===== src/wic_pkg.sv =====
// Package for the window island caller: field widths, register indexes and
// the structs passed between the top level and the island core. No dependencies.
package wic_pkg;

    localparam int TAGS_W   = 24;
    localparam int POS_W    = 32;
    localparam int CHROM_W  = 5;
    localparam int GAP_W    = 8;
    localparam int SUM_W    = 32;
    localparam int CFG_W    = 32;
    localparam int CFG_IDX_W = 2;

    localparam int CHROM_COUNT_DEFAULT = 32;

    localparam logic [CFG_IDX_W-1:0] REG_MIN_WINDOW_TAGS = 2'd0;
    localparam logic [CFG_IDX_W-1:0] REG_GAP_LIMIT       = 2'd1;
    localparam logic [CFG_IDX_W-1:0] REG_MIN_ISLAND_TAGS = 2'd2;

    localparam logic [TAGS_W-1:0] MIN_WINDOW_TAGS_RESET = 24'd1;
    localparam logic [GAP_W-1:0]  GAP_LIMIT_RESET       = 8'd2;
    localparam logic [SUM_W-1:0]  MIN_ISLAND_TAGS_RESET = 32'd0;

    typedef struct packed {
        logic [TAGS_W-1:0] min_window_tags;
        logic [GAP_W-1:0]  gap_limit;
        logic [SUM_W-1:0]  min_island_tags;
    } cfg_t;

    typedef struct packed {
        logic [TAGS_W-1:0]  window_tags;
        logic [POS_W-1:0]   window_start;
        logic [POS_W-1:0]   window_end;
        logic [CHROM_W-1:0] chrom_index;
        logic               last_window;
    } win_t;

    typedef struct packed {
        logic [CHROM_W-1:0] island_chrom;
        logic [POS_W-1:0]   island_start;
        logic [POS_W-1:0]   island_stop;
        logic [TAGS_W-1:0]  island_windows;
        logic [SUM_W-1:0]   island_tags;
    } island_t;

endpackage


===== src/wic_if.sv =====
// Channel interfaces of the window island caller: window input and island output.
// Depends on wic_pkg for the field widths.
interface wic_win_if;
    import wic_pkg::*;

    logic               valid;
    logic               ready;
    logic [TAGS_W-1:0]  window_tags;
    logic [POS_W-1:0]   window_start;
    logic [POS_W-1:0]   window_end;
    logic [CHROM_W-1:0] chrom_index;
    logic               last_window;

    modport source (output valid, window_tags, window_start, window_end, chrom_index,
                    last_window, input ready);
    modport sink   (input valid, window_tags, window_start, window_end, chrom_index,
                    last_window, output ready);
endinterface

interface wic_island_if;
    import wic_pkg::*;

    logic               valid;
    logic               ready;
    logic [CHROM_W-1:0] island_chrom;
    logic [POS_W-1:0]   island_start;
    logic [POS_W-1:0]   island_stop;
    logic [TAGS_W-1:0]  island_windows;
    logic [SUM_W-1:0]   island_tags;

    modport source (output valid, island_chrom, island_start, island_stop, island_windows,
                    island_tags, input ready);
    modport sink   (input valid, island_chrom, island_start, island_stop, island_windows,
                    island_tags, output ready);
endinterface


===== src/window_island_caller_top.sv =====
// Top level of the window island caller: configuration registers, input
// register, island core and result register. Depends on wic_pkg, wic_if, wic_core.
//
// Usage: windows arrive in order on the win channel, one transfer per window,
// each carrying its tag count, start, end, chromosome and last-window mark.
// Qualifying islands leave on the island channel, at most one transfer per
// window. A transfer takes place on a rising edge of clk with valid and ready high.
// Configuration is written through cfg_we, cfg_index and cfg_data, one register
// per cycle, while no window is in flight; indexes beyond the list are ignored.
// An island appears on the island channel once the window that closes it has
// passed the input register and then the result register.
// Throughput: one window per cycle unless the receiver stalls; the island state
// update, compares and saturating adds, lies between the input and result registers.
// When the receiver stalls, the result register holds its island and the input
// register holds one more window; after that win.ready falls until the island
// is taken. A window that produces no island still waits in the input register
// while a result is held.
// Reset (rst_n low, asynchronous) empties both registers, closes any open
// island without emitting it and loads the register defaults: minimum window
// tags 1, gap limit 2, minimum island tags 0.
module window_island_caller_top #(
    parameter int CHROM_COUNT = wic_pkg::CHROM_COUNT_DEFAULT
) (
    input  logic                          clk,
    input  logic                          rst_n,
    wic_win_if.sink                       win,
    wic_island_if.source                  island,
    input  logic                          cfg_we,
    input  logic [wic_pkg::CFG_IDX_W-1:0] cfg_index,
    input  logic [wic_pkg::CFG_W-1:0]     cfg_data
);
    import wic_pkg::*;

    cfg_t    cfg_reg;
    logic    in_valid_reg;
    win_t    in_data_reg;
    logic    out_valid_reg;
    island_t out_data_reg;

    logic    advance;
    logic    emit;
    island_t res;

    // Configuration writes; each field keeps the low bits of the data word that fit it.
    always_ff @(posedge clk or negedge rst_n)
    begin
        if (!rst_n)
        begin
            cfg_reg.min_window_tags <= MIN_WINDOW_TAGS_RESET;
            cfg_reg.gap_limit       <= GAP_LIMIT_RESET;
            cfg_reg.min_island_tags <= MIN_ISLAND_TAGS_RESET;
        end
        else if (cfg_we)
        begin
            unique case (cfg_index)
                REG_MIN_WINDOW_TAGS: cfg_reg.min_window_tags <= cfg_data[TAGS_W-1:0];
                REG_GAP_LIMIT:       cfg_reg.gap_limit       <= cfg_data[GAP_W-1:0];
                REG_MIN_ISLAND_TAGS: cfg_reg.min_island_tags <= cfg_data[SUM_W-1:0];
                default: ;
            endcase
        end
    end

    // The pipeline moves on whenever the result register is free or being emptied.
    assign advance   = !out_valid_reg || island.ready;
    assign win.ready = !in_valid_reg || advance;

    always_ff @(posedge clk or negedge rst_n)
    begin
        if (!rst_n)
        begin
            in_valid_reg <= 1'b0;
        end
        else if (win.ready)
        begin
            in_valid_reg <= win.valid;
        end
    end

    always_ff @(posedge clk)
    begin
        if (win.valid && win.ready)
        begin
            in_data_reg.window_tags  <= win.window_tags;
            in_data_reg.window_start <= win.window_start;
            in_data_reg.window_end   <= win.window_end;
            in_data_reg.chrom_index  <= win.chrom_index;
            in_data_reg.last_window  <= win.last_window;
        end
    end

    wic_core #(
        .CHROM_COUNT (CHROM_COUNT)
    ) u_core (
        .clk   (clk),
        .rst_n (rst_n),
        .step  (in_valid_reg && advance),
        .win   (in_data_reg),
        .cfg   (cfg_reg),
        .emit  (emit),
        .res   (res)
    );

    // Result register: loaded with the closing island, held while the receiver stalls.
    always_ff @(posedge clk or negedge rst_n)
    begin
        if (!rst_n)
        begin
            out_valid_reg <= 1'b0;
        end
        else if (advance)
        begin
            out_valid_reg <= emit;
        end
    end

    always_ff @(posedge clk)
    begin
        if (advance && emit)
        begin
            out_data_reg <= res;
        end
    end

    assign island.valid          = out_valid_reg;
    assign island.island_chrom   = out_data_reg.island_chrom;
    assign island.island_start   = out_data_reg.island_start;
    assign island.island_stop    = out_data_reg.island_stop;
    assign island.island_windows = out_data_reg.island_windows;
    assign island.island_tags    = out_data_reg.island_tags;

endmodule


===== src/wic_core.sv =====
// Island state and the per-window update: density test, gap counting,
// saturating sums and the emit decision. Depends on wic_pkg.
module wic_core #(
    parameter int CHROM_COUNT = wic_pkg::CHROM_COUNT_DEFAULT
) (
    input  logic             clk,
    input  logic             rst_n,
    input  logic             step,
    input  wic_pkg::win_t    win,
    input  wic_pkg::cfg_t    cfg,
    output logic             emit,
    output wic_pkg::island_t res
);
    import wic_pkg::*;

    localparam logic [8:0] ChromLimit = 9'(CHROM_COUNT);

    logic               in_island_reg, in_island_next;
    logic [CHROM_W-1:0] open_chrom_reg, open_chrom_next;
    logic [POS_W-1:0]   open_start_reg, open_start_next;
    logic [POS_W-1:0]   open_stop_reg, open_stop_next;
    logic [TAGS_W-1:0]  open_windows_reg, open_windows_next;
    logic [SUM_W-1:0]   open_tags_reg, open_tags_next;
    logic [GAP_W-1:0]   empty_run_reg, empty_run_next;

    logic               chrom_ok;
    logic               live;
    logic               dense;
    logic [GAP_W-1:0]   limit;
    logic [GAP_W-1:0]   run_inc;
    logic [SUM_W:0]     tag_sum;
    logic [TAGS_W:0]    win_sum;
    logic               close;

    always_comb
    begin
        chrom_ok = {4'b0, win.chrom_index} < ChromLimit;
        live     = in_island_reg && (open_chrom_reg == win.chrom_index);
        dense    = win.window_tags >= cfg.min_window_tags;
        limit    = (cfg.gap_limit == '0) ? GAP_W'(1) : cfg.gap_limit;
        run_inc  = empty_run_reg + GAP_W'(1);
        tag_sum  = {1'b0, open_tags_reg} + (SUM_W + 1)'(win.window_tags);
        win_sum  = {1'b0, open_windows_reg} + (TAGS_W + 1)'({1'b0, empty_run_reg})
                   + (TAGS_W + 1)'(1);

        in_island_next    = in_island_reg;
        open_chrom_next   = open_chrom_reg;
        open_start_next   = open_start_reg;
        open_stop_next    = open_stop_reg;
        open_windows_next = open_windows_reg;
        open_tags_next    = open_tags_reg;
        empty_run_next    = empty_run_reg;
        close             = 1'b0;

        if (live)
        begin
            if (dense)
            begin
                open_tags_next    = tag_sum[SUM_W] ? '1 : tag_sum[SUM_W-1:0];
                open_windows_next = win_sum[TAGS_W] ? '1 : win_sum[TAGS_W-1:0];
                open_stop_next    = win.window_end;
                empty_run_next    = '0;
                close             = win.last_window;
            end
            else if (run_inc >= limit)
            begin
                close = 1'b1;
            end
            else
            begin
                empty_run_next = run_inc;
                close          = win.last_window;
            end
        end
        else if (dense)
        begin
            // A dense window with no island open on its chromosome starts one;
            // an island left open on another chromosome is simply dropped.
            in_island_next    = 1'b1;
            open_chrom_next   = win.chrom_index;
            open_start_next   = win.window_start;
            open_stop_next    = win.window_end;
            open_windows_next = TAGS_W'(1);
            open_tags_next    = SUM_W'(win.window_tags);
            empty_run_next    = '0;
            close             = win.last_window;
        end
        else
        begin
            in_island_next = 1'b0;
            empty_run_next = '0;
        end

        if (close)
        begin
            in_island_next = 1'b0;
            empty_run_next = '0;
        end

        emit = step && chrom_ok && close && (open_tags_next > cfg.min_island_tags);

        res.island_chrom   = open_chrom_next;
        res.island_start   = open_start_next;
        res.island_stop    = open_stop_next;
        res.island_windows = open_windows_next;
        res.island_tags    = open_tags_next;
    end

    always_ff @(posedge clk or negedge rst_n)
    begin
        if (!rst_n)
        begin
            in_island_reg <= 1'b0;
            empty_run_reg <= '0;
        end
        else if (step && chrom_ok)
        begin
            in_island_reg <= in_island_next;
            empty_run_reg <= empty_run_next;
        end
    end

    always_ff @(posedge clk)
    begin
        if (step && chrom_ok)
        begin
            open_chrom_reg   <= open_chrom_next;
            open_start_reg   <= open_start_next;
            open_stop_reg    <= open_stop_next;
            open_windows_reg <= open_windows_next;
            open_tags_reg    <= open_tags_next;
        end
    end

endmodule

===== src/flat_wrapper.sv =====
// flat-port wrapper written by rule: the top's interface ports become plain ports
module window_island_caller_top_flat import wic_pkg::*;
#(
    parameter int CHROM_COUNT = wic_pkg::CHROM_COUNT_DEFAULT
)
  (clk, rst_n, cfg_we, cfg_index, cfg_data, win_valid, win_window_tags, win_window_start, win_window_end, win_chrom_index, win_last_window, win_ready, island_valid, island_island_chrom, island_island_start, island_island_stop, island_island_windows, island_island_tags, island_ready);
  wic_win_if win_i ();
  wic_island_if island_i ();
  input  logic clk;
  input  logic rst_n;
  input  logic cfg_we;
  input  logic [wic_pkg::CFG_IDX_W-1:0] cfg_index;
  input  logic [wic_pkg::CFG_W-1:0] cfg_data;
  input wire logic [$bits(win_i.valid)-1:0] win_valid;
  input wire logic [$bits(win_i.window_tags)-1:0] win_window_tags;
  input wire logic [$bits(win_i.window_start)-1:0] win_window_start;
  input wire logic [$bits(win_i.window_end)-1:0] win_window_end;
  input wire logic [$bits(win_i.chrom_index)-1:0] win_chrom_index;
  input wire logic [$bits(win_i.last_window)-1:0] win_last_window;
  output wire logic [$bits(win_i.ready)-1:0] win_ready;
  output wire logic [$bits(island_i.valid)-1:0] island_valid;
  output wire logic [$bits(island_i.island_chrom)-1:0] island_island_chrom;
  output wire logic [$bits(island_i.island_start)-1:0] island_island_start;
  output wire logic [$bits(island_i.island_stop)-1:0] island_island_stop;
  output wire logic [$bits(island_i.island_windows)-1:0] island_island_windows;
  output wire logic [$bits(island_i.island_tags)-1:0] island_island_tags;
  input wire logic [$bits(island_i.ready)-1:0] island_ready;
  assign win_i.valid = win_valid;
  assign win_i.window_tags = win_window_tags;
  assign win_i.window_start = win_window_start;
  assign win_i.window_end = win_window_end;
  assign win_i.chrom_index = win_chrom_index;
  assign win_i.last_window = win_last_window;
  assign win_ready = win_i.ready;
  assign island_valid = island_i.valid;
  assign island_island_chrom = island_i.island_chrom;
  assign island_island_start = island_i.island_start;
  assign island_island_stop = island_i.island_stop;
  assign island_island_windows = island_i.island_windows;
  assign island_island_tags = island_i.island_tags;
  assign island_i.ready = island_ready;
  window_island_caller_top #(.CHROM_COUNT(CHROM_COUNT)) u_core (.clk(clk), .rst_n(rst_n), .win(win_i), .island(island_i), .cfg_we(cfg_we), .cfg_index(cfg_index), .cfg_data(cfg_data));
endmodule

===== config.mk =====
export PLATFORM = sky130hd
export DESIGN_NAME = window_island_caller_top_flat
export DESIGN_NICKNAME = d
export VERILOG_FILES = /design/src/wic_pkg.sv /design/src/wic_if.sv /design/src/window_island_caller_top.sv /design/src/wic_core.sv /design/src/flat_wrapper.sv
export SDC_FILE = /design/constraint.sdc
export NUM_CORES = 1
export LEC_CHECK = 0
export BUFFER_PORTS_ARGS = -buffer_cell sky130_fd_sc_hd__buf_4
export CAP_MARGIN = 10
export CORE_ASPECT_RATIO = 0.6
export CORE_MARGIN = 8
export CORE_UTILIZATION = 50
export CTS_CLUSTER_DIAMETER = 80
export DETAILED_ROUTE_END_ITERATION = 10
export GPL_TIMING_DRIVEN = 0
export HOLD_SLACK_MARGIN = 0.08
export PLACE_DENSITY = 0.74
export SLEW_MARGIN = 40
export SYNTH_ARGS = -nofsm -noshare
export SYNTH_HDL_FRONTEND = slang
export SYNTH_SLANG_ARGS = --single-unit

===== constraint.sdc =====
create_clock -name clk -period 21.2 [get_ports clk]
set_input_delay 1.06 -clock clk [delete_from_list [all_inputs] [get_ports clk]]
set_output_delay 1.06 -clock clk [all_outputs]
set_load 0.01 [all_outputs]

# After elaboration in Yosys (flattened, before gate mapping)
# Cells that the tools add are included.
[totals]
elab_cells = 76
ff_bits = 419
[op_classes]
reduce_logical = 17
eq_ne = 5
mux = 25
n_addsub = 4
magnitude_cmp = 3
[op_table]
columns = ["op", "n"]
rows = [
  ["$mux 32", 7],
  ["$mux 24", 4],
  ["$mux 8", 5],
  ["$add 32x24->33", 1],
  ["$gt 32x32->1", 1],
  ["$add 24x8->25", 1],
  ["$add 25x1->25 const B", 1],
  ["$ge 24x24->1", 1],
  ["$mux 5", 2],
  ["$reduce_and 2->1", 5],
  ["$add 8x1->8 const B", 1],
  ["$ge 8x8->1", 1],
  ["$logic_not 8->1", 1],
  ["$mux 1", 7],
  ["$logic_and 1x1->1", 6],
  ["$eq 5x5->1", 1],
  ["$ne 4x4->1 const B", 1],
  ["$eq 2x1->1 const B", 1],
  ["$eq 2x2->1 const B", 1],
  ["$logic_not 1->1", 2],
  ["$logic_not 2->1", 1],
  ["$logic_or 1x1->1", 2],
  ["$ne 2x1->1 const B", 1],
]

# Depth between registers and ports, before layout
# Gate-level depths: netlist (run 1).
[logic_depth]
depth_word = 9
mapped_depth = 21

# Cells and area by module
# A second synthesis (run 1) with hierarchy kept.
[hier_totals]
hier_cells = 1366
hier_area_um2 = 18755.5
[modules_own_cells]
columns = ["module", "seq_area_each_um2", "instances", "cells_each", "area_per_inst_um2"]
rows = [
  ["wic_core", 3978.8, 1, 1002, 9669.3],
  ["window_island_caller_top", 8230.4, 1, 364, 9086.2],
]

# Worst setup path after synthesis (run 1)
# No wires, ideal clock.
[synth_path]
path_kind = "input to register"
from = "input island_ready"
to = "register u_core.out_data_reg, in the netlist u_core.island.island_chrom[0] (enable)"
arrival_ns = 16.022
required_ns = 20.283
cell_stages = 5
path_slack_ns = 4.261
cell_sequence = "nand2b_1 -> nand2_1 -> inv_1 -> o41ai_1 -> nor4_1"
[synth_between]
elab_chain_cells = 5
[synth_lines]
columns = ["item", "line_no", "text"]
rows = [
  ["from (decl)", "flat_wrapper.sv:27", "input wire logic [$bits(island_i.ready)-1:0] island_ready;"],
  ["$logic_or 1x1->1", "window_island_caller_top.sv:65", "assign advance = !out_valid_reg || island.ready;"],
  ["$logic_and 1x1->1", "window_island_caller_top.sv:97", ".step (in_valid_reg && advance),"],
  ["net u_core.u_core.step", "wic_core.sv:8", "input logic step,"],
  ["$logic_and 1x1->1 (2 in a row)", "wic_core.sv:100", "emit = step && chrom_ok && close && (open_tags_next > cfg.min_island_tags);"],
  ["$logic_and 1x1->1", "window_island_caller_top.sv:119", "if (advance && emit)"],
  ["to (signal assigned)", "window_island_caller_top.sv:121", "out_data_reg <= res;"],
  ["to (decl)", "window_island_caller_top.sv:38", "island_t out_data_reg;"],
]
# The timed path passes the listed nets, and every way through them passes these cells.
# A chain may end at the register's enable or synchronous reset.

==> impl_metrics.env, run 1 <==
export IMPL_outcome="complete, no violations"
export IMPL_grt_pass1_wl_mm=75.62
export IMPL_clk_pin_slew_worst_paths_ns=0.06
export IMPL_fin_crit_sh=0.3554
export IMPL_synthCells=1416
export IMPL_rows=55
export IMPL_totalPowerFinal_w=0.002299
export IMPL_arrival_ns=7.77
export IMPL_clk_latency_ns=0.54
export IMPL_drtPass1Iterations=5
export IMPL_synth_distinct_cells=78
export IMPL_finalSetupViolations=0
export IMPL_cts_root_buf="clkbuf_16"
export IMPL_ys_warnings_count=0
export IMPL_synthArstFlopShare=0.1790
export IMPL_crit_fanout=10
export IMPL_hold_viol=0
export IMPL_ctsHtreeMaxLevel=2
export IMPL_maxCapViolCount=0
export IMPL_fin_cells=2292
export IMPL_start_util=0.5036
export IMPL_largest_reg_flops=94
export IMPL_period_minus_slack_ns=7.535
export IMPL_critPathKind="reg -> reg"
export IMPL_routed_wl_mm=49.74
export IMPL_core_sq_um=37370
export IMPL_syn_nets=1648
export IMPL_worst_pin_slew_ns=0.9150
export IMPL_antenna_diode_count=0
export IMPL_cts_hold_buf=0
export IMPL_cts_buffer_depth=3
export IMPL_dp_hpwl_mm=36.99
export IMPL_startpoint_type="register"
export IMPL_slew_limit_headroom=0.3836
export IMPL_crit_path_end_kind="register"
export IMPL_drive_gt1_frac=0.2676
export IMPL_fmax_ghz=0.1327
export IMPL_skew_ns=0.02223
export IMPL_drcViolationCount=0
export IMPL_drv_slew=0
export IMPL_vias=12910
export IMPL_cts_tree="done"
export IMPL_rsz0062_at_grt="no"
export IMPL_synth_edf_count=344
export IMPL_dp_cells=2222
export IMPL_place_gp_congestion=0.9193
export IMPL_die_w_um=266.5
export IMPL_synth_main_ff_cell="edfxtp_1"
export IMPL_crit_required_ns=21.43
export IMPL_ir_drop_mv=0.06923
export IMPL_overflow=0
export IMPL_areaGrowthSynthToFinish_pct=21.90
export IMPL_post_cts_resized=0
export IMPL_die_height_um=166.3
export IMPL_crit_start="u_core.in_data_reg[92]"
export IMPL_yosys_register_bits=419
export IMPL_synth_area_per_cell_sq_um=13.29
export IMPL_synth_cell_area_sq_um=18820
export IMPL_ios=260
export IMPL_initialDrtViolationCount=1366
export IMPL_finalInstanceArea_sq_um=22940
export IMPL_vias_per_cell=5.633
export IMPL_leakage_nw=9.559
export IMPL_fin_util=0.6139
export IMPL_die_area_sq_um=44300
export IMPL_grt_use_total=0.2178
export IMPL_r2r_start="u_core.in_data_reg[92]"
export IMPL_dpl_cell_area_sq_um=21670
export IMPL_layout_nets=1984
export IMPL_cts_buffers=40
export IMPL_antenna_found_initial=0
export IMPL_cts_sinks=419
export IMPL_hp_class="in -> async"
export IMPL_ys_seq_area_frac=0.6488
export IMPL_grt_start_max_net_pins=76
export IMPL_io_buffers=259
export IMPL_tns_ns=0
export IMPL_grt_pass1_vias=13010
export IMPL_detail_route_antenna_nets=0
export IMPL_wire_per_inst_um=21.70
export IMPL_p_per_area_nw_per_um2=100.2
export IMPL_cts_setup_buffers=0
[per-stage QoR]
| stage | setup WS (ns) | hold WS, ns |
|---|---|---|
| CTS | 13.72 | 0.5063 |
| global route | 13.33 | 0.3792 |
| floorplan | 4.261 | 0.4794 |
| finish | 13.66 | 0.3809 |
| detailed placement | 13.74 | 0.4934 |
| global placement | -4.914 | 0.4872 |
[logic make-up after synthesis]
family,share of synthesized area
flip-flops,0.6488
multiplexers,0.04967
AND/OR/NAND/NOR,0.09535
buffers and inverters,0.02746
AO/OA/AOI/OAI,0.09721
XOR/XNOR,0.01489
adder cells (fa/ha/maj),0.06662
[cell type report]
cell class | count | area, sq um
well taps | 513 | 641.9
clock buffers | 53 | 1121
fillers | 2889 | 14430
clock inverters | 16 | 117.6
inverters | 76 | 292.8
plain buffers | 47 | 231.5
repair buffers | 294 | 2213
flip-flops and latches | 419 | 12210
multi-input cells | 874 | 6112
[report_power, final]
part | internal [W] | switching, W | leakage [nW]
Sequential | 0.00104 | 0.0000469 | 4.21
Clock | 0.000384 | 0.000301 | 0.599
Combinational | 0.000208 | 0.000321 | 4.75
[critical path, stage by stage (launching register included)]
cell and delay [ns]:
edfxtp_1 0.50, ha_1 0.36, nand4_1 0.13, or3_1 0.53
o221ai_1 0.51, or2_1 0.17, buf_4 0.18, clkbuf_1 0.55
a21oi_1 0.36, ha_1 0.41, nand2_1 0.07, nor4_1 0.42
nand4_1 0.44, a31oi_1 0.34, nor3_1 0.13, nor4_2 0.47
buf_2 0.26, buf_2 0.20, buf_2 0.21, buf_2 0.19
buf_2 0.21, buf_2 0.20, buf_2 0.19, buf_2 0.20
[synthesized netlist by cell type (22+ instances only)]
| library cell | number | area, sq um |
|---|---|---|
| a21o_1 | 27 | 202.7 |
| a21oi_1 | 65 | 325.3 |
| clkbuf_1 | 24 | 90.09 |
| dfrtp_1 | 73 | 1827 |
| edfxtp_1 | 344 | 10330 |
| ha_1 | 97 | 1214 |
| inv_1 | 76 | 285.3 |
| mux2_2 | 43 | 484.2 |
| mux2_4 | 30 | 450.4 |
| nand2_1 | 213 | 799.5 |
| nand3_1 | 22 | 110.1 |
| nor2_1 | 37 | 138.9 |
| o21ai_0 | 83 | 415.4 |
[routing by layer]
metal,GRT usage,vias to the layer above,wire (um)
met3,0.04584,82,3980
met1,0.3170,6360,22260
li1,-,5923,-
met5,0,-,0
met4,0.05479,0,1140
met2,0.3302,545,22360
[final timing paths]
| path | to | depth (start not counted) | slack (ns) |
|---|---|---|---|
| min reg2reg | u_core.cfg_reg[31] | 1 | 0.51 |
| max | u_core.island.island_windows[2] | 23 | 13.66 |
| min | u_core.cfg_reg[15] | 1 | 0.38 |
| max reg2reg | u_core.island.island_windows[2] | 23 | 13.66 |
| min in group clk | u_core.cfg_reg[31] | 1 | 0.51 |
| max in group asynchronous | u_core.cfg_reg[40] | 2 | 20.19 |
[cells in the final DEF, fill, tap and decap left out, types with 20 or more instances in the layout]
cell type,count
dfrtp_1,73
o21ai_0,83
edfxtp_1,344
mux2_2,43
inv_1,75
buf_4,261
nand3_1,22
nand2_1,213
clkbuf_1,31
a21o_1,27
a21oi_1,65
mux2_4,30
buf_2,40
clkbuf_16,41
ha_1,97
nor2_1,37
nor3_1,20
Note: power is estimated with default switching activity, not from simulation.
==> run 2: changes to the inputs <==
--- a/config.mk
+++ b/config.mk
@@ -5,6 +5,7 @@
 export SDC_FILE = /design/constraint.sdc
 export NUM_CORES = 1
 export LEC_CHECK = 0
+export ABC_AREA = 1
 export BUFFER_PORTS_ARGS = -buffer_cell sky130_fd_sc_hd__buf_4
 export CAP_MARGIN = 10
 export CORE_ASPECT_RATIO = 0.6
==> constraint.sdc (replaced) <==
create_clock -name clk -period 7.7 [get_ports clk]
set_input_delay 0.385 -clock clk [delete_from_list [all_inputs] [get_ports clk]]
set_output_delay 0.385 -clock clk [all_outputs]
set_load 0.01 [all_outputs]
==> run 2 against run 1 <==
Compared with the run above: maximum frequency is 31% higher; global-route usage up 1.2 points; clock skew down 0.0056 ns; flip-flop and latch count did not move; critical path type unchanged.
==> impl_metrics.env, run 2 <==
export IMPL_overflow=0
export IMPL_ys_top_cells_by_count="nand2_1 (650), edfxtp_1 (344), inv_1 (258)"
export IMPL_dp_cells=2761
export IMPL_synth_largest_area_cell="edfxtp_1"
export IMPL_seqCellArea_sq_um=12210
export IMPL_layout_nets=2613
export IMPL_r2r_start="u_core.in_data_reg[70]"
export IMPL_arrival_ns=5.99
export IMPL_drtPass1Iterations=5
export IMPL_fmax_ghz=0.1734
export IMPL_drv_slew=0
export IMPL_synth_cell_area_sq_um=19780
export IMPL_synthArstFlopShare=0.1790
export IMPL_cts_buffers=40
export IMPL_multi_input_area_sq_um=6327
export IMPL_critPathKind="reg -> reg"
export IMPL_syn_nets=2208
export IMPL_crit_fanout=46
export IMPL_yosys_register_bits=419
export IMPL_min_from="cfg_data[27]"
export IMPL_highest_layer="met4"
export IMPL_fillers=3062
export IMPL_fin_crit_sh=0.7488
export IMPL_mostFrequentLayoutCells="nand2_1 (650), edfxtp_1 (344), buf_4 (270), inv_1 (255), nor2_1 (141)"
export IMPL_ios=260
export IMPL_hp_class="in -> reg"
export IMPL_cts_tree="done"
export IMPL_wl_met2_mm=23.94
export IMPL_largest_reg_flops=94
export IMPL_r2r_end="u_core.island.island_start[0]"
export IMPL_grt_pass1_vias=15226
export IMPL_drive_gt1_frac=0.1567
export IMPL_die_height_um=170.1
export IMPL_layout_commonest_cell="nand2_1"
export IMPL_p_per_area_nw_per_um2=248.1
export IMPL_ff2ff_path_depth=24
export IMPL_clk_pin_slew_worst_paths_ns=0.06
export IMPL_synth_area_leaders="edfxtp_1 (52%), nand2_1 (12%), dfrtp_1 (9.2%)"
export IMPL_crit_required_ns=7.93
export IMPL_ys_warnings_count=0
export IMPL_synth_most_common_cell="nand2_1"
export IMPL_ir_drop_mv=0.2127
export IMPL_period_minus_slack_ns=5.766
export IMPL_reg2reg_slack_ns=1.93
export IMPL_cts_buffer_depth=3
export IMPL_place_gp_congestion=0.9085
export IMPL_clk_latency_ns=0.56
export IMPL_worst_pin_slew_ns=0.7362
export IMPL_post_cts_resized=0
export IMPL_wire_per_inst_um=18.54
export IMPL_slew_limit_headroom=0.5092
export IMPL_synthCells=1976
export IMPL_synth_top_area_frac=0.5223
export IMPL_synth_area_per_cell_sq_um=10.01
export IMPL_die_area_sq_um=46390
export IMPL_vias=15113
export IMPL_tns_ns=0
export IMPL_ctsHtreeMaxLevel=2
export IMPL_detail_route_antenna_nets=0
export IMPL_leakage_nw=11.40
export IMPL_dp_hpwl_mm=39.11
export IMPL_rsz0062_at_grt="no"
export IMPL_crit_end="u_core.island.island_start[0]"
export IMPL_vias_per_cell=5.146
export IMPL_synth_distinct_cells=45
export IMPL_crit_start="u_core.in_data_reg[70]"
export IMPL_fin_cells=2937
export IMPL_die_w_um=272.8
export IMPL_io_buffers=259
export IMPL_outcome="complete, no violations"
export IMPL_grt_pass1_wl_mm=84.06
export IMPL_ys_seq_area_frac=0.6173
export IMPL_areaGrowthSynthToFinish_pct=25.30
export IMPL_core_sq_um=39030
export IMPL_startpoint_type="register"
export IMPL_initialDrtViolationCount=1318
export IMPL_grt_use_total=0.2302
export IMPL_start_util=0.5068
export IMPL_whs_ns=0.09548
export IMPL_drcViolationCount=0
export IMPL_met1_length_mm=24.52
export IMPL_skew_ns=0.01666
export IMPL_finalSetupViolations=0
export IMPL_synth_edf_count=344
export IMPL_synth_main_ff_cell="edfxtp_1"
export IMPL_grt_start_max_net_pins=76
export IMPL_crit_path_end_kind="register"
export IMPL_routed_wl_mm=54.44
export IMPL_rows=56
export IMPL_cts_root_buf="clkbuf_16"
export IMPL_wl_met3_mm=4.868
export IMPL_hold_viol=0
export IMPL_maxCapViolCount=0
export IMPL_cts_sinks=419
export IMPL_antenna_found_initial=1
-- run 2: changes by cell type after synthesis, moves of 11 or more --
cell | previous run | this run
a21o_1 | 27 | 3
a31oi_1 | 15 | 1
and3_1 | 12 | 1
clkbuf_1 | 24 | 13
inv_1 | 76 | 258
mux2_2 | 43 | 0
mux2_4 | 30 | 0
nand2_1 | 213 | 650
nand3_1 | 22 | 70
nor2_1 | 37 | 141
-- run 2: what timing repair did --
| item | in CTS | in global routing |
|---|---|---|
| setup endpoints to repair | 0 | 0 |
| setup buffers | 0 | 0 |
| endpoints found under the hold margin | 171 | 0 |
| hold buffers | 99 | 0 |
-- run 2: worst max-delay path: stages, from the launching register on --
cell      delay (ns)
edfxtp_1        0.50
ha_1            0.28
fa_1            0.47
nand3_1         0.12
nand3_1         0.11
nand2_1         0.08
nand2_1         0.15
nand2_1         0.12
nand2_2         0.11
nand2_1         0.11
nand4_2         0.25
buf_4           0.28
nor2_1          0.16
nor2_1          0.12
ha_1            0.29
nand2_1         0.06
nor2_1          0.12
nand4_1         0.13
nor2_1          0.40
nand2_1         0.11
a21oi_1         0.16
nand3_1         0.31
inv_8           0.37
buf_16          0.26
buf_16          0.27
-- run 2: through the flow --
stage / cell area, sq um / total power, W / utilization / worst slack (ns)
after floorplan: 19780 / 0.003754 / - / 1.166
after global placement: 22380 / 0.004167 / 0.5734 / -2.488
after detailed placement: 22510 / 0.004211 / 0.5768 / 2.027
after CTS: 24750 / 0.006148 / 0.6342 / 1.991
after global routing: 24780 / 0.006453 / 0.6349 / 1.669
final: 24780 / 0.006149 / 0.6350 / 1.934
-- run 2: where the power goes --
part / internal, W / leakage, nW / switching (W)
Clock: 0.00103 / 0.595 / 0.000881
Combinational: 0.000469 / 6.58 / 0.000874
Sequential: 0.00278 / 4.22 / 0.000111
Total: 0.00428 / 11.4 / 0.00187
-- run 2: layout make-up --
| type | count | share of cell area |
|---|---|---|
| Sequential cell | 419 | 0.4926 |
| Multi-Input combinational cell | 1251 | 0.2553 |
| Timing Repair Buffer | 363 | 0.1241 |
| Clock buffer | 54 | 0.04332 |
| Inverter | 262 | 0.04059 |
| Tap cell | 522 | 0.02635 |
| Buffer | 44 | 0.01050 |
| Clock inverter | 20 | 0.006967 |
| Antenna cell | 2 | 0.0002019 |
-- run 2: worst min path at each step --
stage	to	cells after the start
6_report	u_core.cfg_reg[27]	3
5_1_grt	u_core.island.valid	4
4_1_cts	u_core.cfg_reg[27]	3
3_5_place_dp	u_core.cfg_reg[6]	1
3_3_place_gp	u_core.cfg_reg[12]	2
2_1_floorplan	u_core.cfg_reg[0]	0
-- run 2: kinds of logic after synthesis --
family / share of synthesized area
flops: 0.6173
fa+ha+maj: 0.06339
buf+inv: 0.06282
xor+xnor: 0.01417
compound gates: 0.05428
simple gates: 0.1881
-- run 2: metal layers --
metal	GRT usage	vias to the layer above
li1	-	7332
met1	0.3262	7166
met2	0.3548	538
met3	0.05718	77
met4	0.05726	0
met5	0	-
